==> src/rtl/core/bta_pkg.sv <==
// Shared types and constants of the buddy tree allocator.
package bta_pkg;

  localparam int ORD_W = 5;
  localparam int ORD_IN_W = 4;

  localparam logic OP_ALLOC = 1'b0;
  localparam logic OP_FREE = 1'b1;

  typedef enum logic [1:0] {
    ST_OK        = 2'd0,
    ST_NO_BLOCK  = 2'd1,
    ST_NOT_ALLOC = 2'd2
  } status_t;

  typedef enum logic [2:0] {
    CMD_NOP,
    CMD_CLEAR,
    CMD_LOAD,
    CMD_ROOT_CHK,
    CMD_DESC_STEP,
    CMD_FREE_CHK,
    CMD_WALK_STEP,
    CMD_EMIT
  } dp_cmd_t;

  typedef struct packed {
    logic clear_last;
    logic range_bad;
    logic finish;
    logic walk;
  } dp_stat_t;

endpackage

==> src/rtl/core/bta_ctrl.sv <==
// Control state machine of the buddy tree allocator.
module bta_ctrl
  import bta_pkg::*;
(
  input  logic     clk,
  input  logic     rst,
  input  logic     req_valid,
  input  logic     operation,
  input  logic     rsp_ready,
  input  dp_stat_t stat,
  output logic     req_ready,
  output logic     rsp_valid,
  output dp_cmd_t  cmd
);

  typedef enum logic [2:0] {
    S_CLEAR,
    S_IDLE,
    S_ROOT,
    S_DESC,
    S_FCHECK,
    S_WALK,
    S_DONE
  } state_t;

  state_t state, state_next;
  logic   rsp_valid_next;

  assign req_ready = (state == S_IDLE);

  always_comb begin
    state_next = state;
    cmd = CMD_NOP;
    rsp_valid_next = rsp_valid & ~rsp_ready;
    unique case (state)
      S_CLEAR: begin
        cmd = CMD_CLEAR;
        if (stat.clear_last) begin
          state_next = S_IDLE;
        end
      end
      S_IDLE: begin
        if (req_valid) begin
          cmd = CMD_LOAD;
          if (stat.range_bad) begin
            state_next = S_DONE;
          end else if (operation) begin
            state_next = S_FCHECK;
          end else begin
            state_next = S_ROOT;
          end
        end
      end
      S_ROOT: begin
        cmd = CMD_ROOT_CHK;
        if (stat.finish) begin
          state_next = S_DONE;
        end else if (stat.walk) begin
          state_next = S_WALK;
        end else begin
          state_next = S_DESC;
        end
      end
      S_DESC: begin
        cmd = CMD_DESC_STEP;
        if (stat.finish) begin
          state_next = S_DONE;
        end else if (stat.walk) begin
          state_next = S_WALK;
        end
      end
      S_FCHECK: begin
        cmd = CMD_FREE_CHK;
        if (stat.finish) begin
          state_next = S_DONE;
        end else begin
          state_next = S_WALK;
        end
      end
      S_WALK: begin
        cmd = CMD_WALK_STEP;
        if (stat.finish) begin
          state_next = S_DONE;
        end
      end
      S_DONE: begin
        if (!rsp_valid || rsp_ready) begin
          cmd = CMD_EMIT;
          rsp_valid_next = 1'b1;
          state_next = S_IDLE;
        end
      end
      default: begin
        state_next = S_CLEAR;
      end
    endcase
  end

  always_ff @(posedge clk) begin
    if (rst) begin
      state <= S_CLEAR;
      rsp_valid <= 1'b0;
    end else begin
      state <= state_next;
      rsp_valid <= rsp_valid_next;
    end
  end

endmodule

==> config.mk <==
export PLATFORM = sky130hd
export DESIGN_NAME = bta_ctrl
export DESIGN_NICKNAME = d
export VERILOG_FILES = /design/src/rtl/core/bta_pkg.sv /design/src/rtl/core/bta_ctrl.sv
export SDC_FILE = /design/constraint.sdc
export NUM_CORES = 1
export LEC_CHECK = 0
export BUFFER_PORTS_ARGS = -buffer_cell sky130_fd_sc_hd__buf_2
export CAP_MARGIN = 0
export CORE_AREA = 3 3 40 42
export DETAILED_ROUTE_END_ITERATION = 8
export DIE_AREA = 0 0 43 45
export GPL_ROUTABILITY_DRIVEN = 0
export PLACE_DENSITY = 0.64
export SLEW_MARGIN = 20
export SYNTH_ARGS = -nofsm -noshare
export SYNTH_HDL_FRONTEND = slang
export SYNTH_SLANG_ARGS = --single-unit
==> constraint.sdc <==
create_clock -name clk -period 2.3 [get_ports clk]
set_clock_uncertainty 0.15 [all_clocks]
set_input_delay 0.115 -clock clk [delete_from_list [all_inputs] [get_ports clk]]
set_output_delay 0.115 -clock clk [all_outputs]
set_load 0.1 [all_outputs]
## Word-level counts from Yosys, hierarchy flattened

Cells that the tools add are included.

| cells by class | value |
|---|---|
| bitwise gates (word level) | 2 |
| eq/ne operators | 11 |
| muxes and demuxes | 17 |
| reductions and logical operators | 4 |

Operators with widths:

| kind | count |
|---|---|
| $pmux 3 s7 | 2 |
| $mux 3 | 11 |
| $eq 3x3->1 const B | 3 |
| $ne 2x2->1 const B | 4 |
| $eq 3x2->1 const B | 2 |
| $reduce_and 5->1 | 1 |
| $mux 2 | 2 |
| $eq 3x1->1 const B | 1 |
| $logic_not 3->1 | 1 |
| $ne 3x3->1 const B | 1 |
| $mux 1 | 2 |
| $and 1x1->1 | 1 |
| $logic_not 1->1 | 1 |
| $logic_or 1x1->1 | 1 |
| $not 1->1 | 1 |

| word-level totals | value |
|---|---|
| word-level logic and storage cells | 36 |
| input bits | 9 |
| bits in registers | 4 |
| output and inout bits | 5 |

## Logic depth before layout (Yosys ltp)

| depth | value |
|---|---|
| word-level depth | 4 |
| gate-level depth with buffers | 5 |

## Worst setup path before layout

No wires, ideal clock.

| path | value |
|---|---|
| kind | reg2out |
| start | register state[0] |
| end | output port cmd[2] |
| stages on the path, launching flop included | 4 |
| arrival time | 2,761 ps |
| setup slack | -726 ps |
| path buffers | 1 |
| required time | 2,035 ps |
| cells stage by stage | dfxtp_1 -> buf_2 -> nand2_1 -> o21ai_0 |

| on the way | value |
|---|---|
| cells in the longest elaborated chain, start to end | 2 |

RTL lines:

| item | line | text |
|---|---|---|
| start: declaration | bta_ctrl.sv:26 | `state_t state, state_next;` |
| start signal: assignment | bta_ctrl.sv:104 | `state <= state_next;` |
| $eq 3x3->1, or another cell as far along | bta_ctrl.sv:35 | `unique case (state)` |
| $pmux 3 s7 * | bta_ctrl.sv:35 |  |
| end: declaration | bta_ctrl.sv:13 | `output dp_cmd_t cmd` |

Every way passes the cells marked *; elsewhere a longest branch is shown, timed or not.

## Worst setup path after layout

| path | value |
|---|---|
| start | register state[0] |
| end | output port cmd[1] |

The elaborated chain is that of the path after synthesis.

==> impl_metrics.py <==
metrics = {
    "floorplanning": {
        "initial_utilization_pct": 30.6,
        "fp.coreArea_um2": 1280,
        "die_x_um": 43,
        "row_count": 13,
        "die-height_um": 45,
        "pin_count": 14,
        "dieArea_um2": 1940,
    },
    "route": {
        "drt-initial-drc-count": 8,
        "detail_route.wl_per_cell_um": 12.2,
        "dr.pass1.iters": 4,
        "viasPerCell": 5.46,
        "final_antenna_net_count": 0,
        "wl_um": 977,
        "drc": 0,
        "vias": 437,
    },
    "grt": {
        "grt_pass1_vias": 374,
        "grt_pass1_wl_mm": 1.56,
        "track_usage_pct": 10.6,
        "antenna_found_initial": 0,
        "busiest_layer": "met1",
        "use_met2_pct": 13.5,
        "gr-total-overflow": 0,
        "grt_start_max_net_pins": 16,
        "met3_usage_pct": 5.58,
        "grt.met1_usage_pct": 15.6,
    },
    "clock_tree": {
        "ctsRootBufferMaster": "clkbuf_4",
        "h-tree-depth": 1,
        "cts_buffer_depth": 2,
        "cts_tree": "yes",
        "cts_sinks": 4,
        "clkTransAtPathRegs_ns": 0.04,
        "postCtsSetupBuffers": 0,
        "cts_buffers": 3,
        "worstSkewPairLatency_ns": 0.24,
    },
    "worst_hold_path": {
        "min-delay-path-class": "input pin to register",
    },
    "synthesis": {
        "syn_nets": 60,
        "synth.yosys.seq_area_share_pct": 20.4,
        "yosysTopAreaCell": "dfxtp_1",
        "yosys_warnings": 0,
        "ys_ff_latch": 4,
        "syn_area_um2": 393,
        "synth.distinct_cells": 30,
        "synthTopCellsByArea": "dfxtp_1 (20%), o21ai_0 (6.4%), o221a_4 (5.1%)",
        "synth_top_area_share_pct": 20.4,
        "syn_avg_cell_area_um2": 7.70,
        "postSynthCellCount": 51,
    },
    "layout": {
        "ff_latch_area_um2": 80.1,
        "layout_commonest_cell": "buf_2",
        "num_antenna_cells": 0,
        "final.fill_count": 138,
        "finalNonFillerCells": 80,
        "syn2layout_area_growth_pct": 27.4,
        "fin_nets": 76,
        "multiInputGateArea_um2": 293,
        "fin_util_pct": 38.9,
        "drive_gt1_share_pct": 32.3,
        "layout_common_cells": "buf_2 (13), dfxtp_1 (4)",
    },
    "critical_path": {
        "arrival_ns": 1.62,
        "cp_num_buf_inv": 1,
        "startpoint_type": "register",
        "critPathMaxFanout": 15,
        "cpPeakStageDelay_ns": 0.60,
        "crit_path_cell_trace": "nand2b_2, o21ai_1, buf_2",
        "cp-end-kind": "output pin",
        "worstPathRequired_ns": 2.04,
        "worstSetupPathType": "register to output pin",
        "critPathTopFamily": "flip-flops",
        "cp_slowest_cell": "dfxtp_1",
    },
    "run_status": {
        "outcome": "complete, no violations",
    },
    "timing": {
        "finalHoldViolCount": 0,
        "worst_slew_pin_slew_ns": 0.487,
        "fmax_mhz": 530,
        "setup_violations": 0,
        "rsz0062_at_grt": "no",
        "drv_slew": 0,
        "slew_headroom_pct": 67.7,
        "period_share_pct": 82.0,
        "min_period_ns": 1.89,
    },
    "placement": {
        "port_buffers": 13,
        "dpl.hpwl_um": 742,
        "post-place-cells": 76,
    },
    "run": {
        "cap_violations": 0,
    },
}
sequential cells by signal, indices dropped and copies added, names as in the netlist:
signal and flops:
rsp_valid 1, state 3
path summary, 6_finish.rpt:
check / slack (ns) / start / cells past startpoint / to
max reg2reg: 0.52 / state[0] / 4 / state[0]
max: 0.41 / state[0] / 3 / cmd[1]
min: 0.06 / rsp_ready / 3 / rsp_valid
min reg2reg: 0.38 / rsp_valid / 2 / rsp_valid
synthesized netlist by cell type:
master and number:
a211oi_2 1, a21boi_0 1, a21o_1 1, a21oi_1 1, a31oi_1 2, and4bb_1 1, buf_2 3, dfxtp_1 4
inv_1 2, inv_2 1, mux2i_1 1, nand2_1 2, nand2b_1 2, nand2b_2 1, nand3_1 3, nor2_1 3
nor2b_1 2, nor3_1 2, nor3b_1 1, nor4_1 1, o211a_1 1, o21ai_0 5, o21ai_1 1, o21bai_1 2
o221a_1 1, o221a_4 1, o311a_1 1, o31ai_1 1, o32ai_1 2, or3_1 1
final cells by class:
cell class	instances	share of cell area, %
multi-input combinational	41	58.5
sequential	4	16.0
tap	15	3.75
inverter	3	2.25
clock buffer	3	4.50
timing repair buffer	14	15.0
through the flow:
| step | TNS, ns | instance area [um2] | setup slack [ns] | hold WS (ns) |
|---|---|---|---|---|
| 2_1_floorplan | -0.0410 | 399 | -0.0364 | 0.0341 |
| 3_3_place_gp | 0 | 468 | 0.560 | 0.169 |
| 3_5_place_dp | 0 | 468 | 0.536 | 0.177 |
| 4_1_cts | 0 | 500 | 0.414 | 0.0572 |
| 5_1_grt | 0 | 500 | 0.334 | 0.100 |
| 6_report | 0 | 500 | 0.415 | 0.0574 |
cell families (layout without fill, tap and decap cells):
logic type	Yosys count	in the layout	synth area share [%]
AO/OA/AOI/OAI	21	21	42.4
buffers and inverters	6	20	6.69
flip-flops	4	4	20.4
multiplexers	1	1	2.55
AND/OR/NAND/NOR	19	19	28.0
timing repair:
action / in CTS / in global routing
endpoints found under the hold margin: 2 / 0
resized for setup: 0 / 0
hold buffers: 1 / 0
routing by layer:
layer | share of wire (%) | vias to the layer above
li1 | - | 225
met1 | 49 | 197
met2 | 44 | 15
met3 | 7.0 | 0
met4 | 0 | 0
met5 | 0 | -
worst reg2reg max path: stages, from the launching register on:
cell      delay [ns]
dfxtp_1         0.60
nand2b_2        0.19
o221a_4         0.32
o211a_1         0.22
o221a_1         0.19
Power is not shown: default switching activity piles up to over one toggle a cycle in this logic, so the estimate is an artifact.
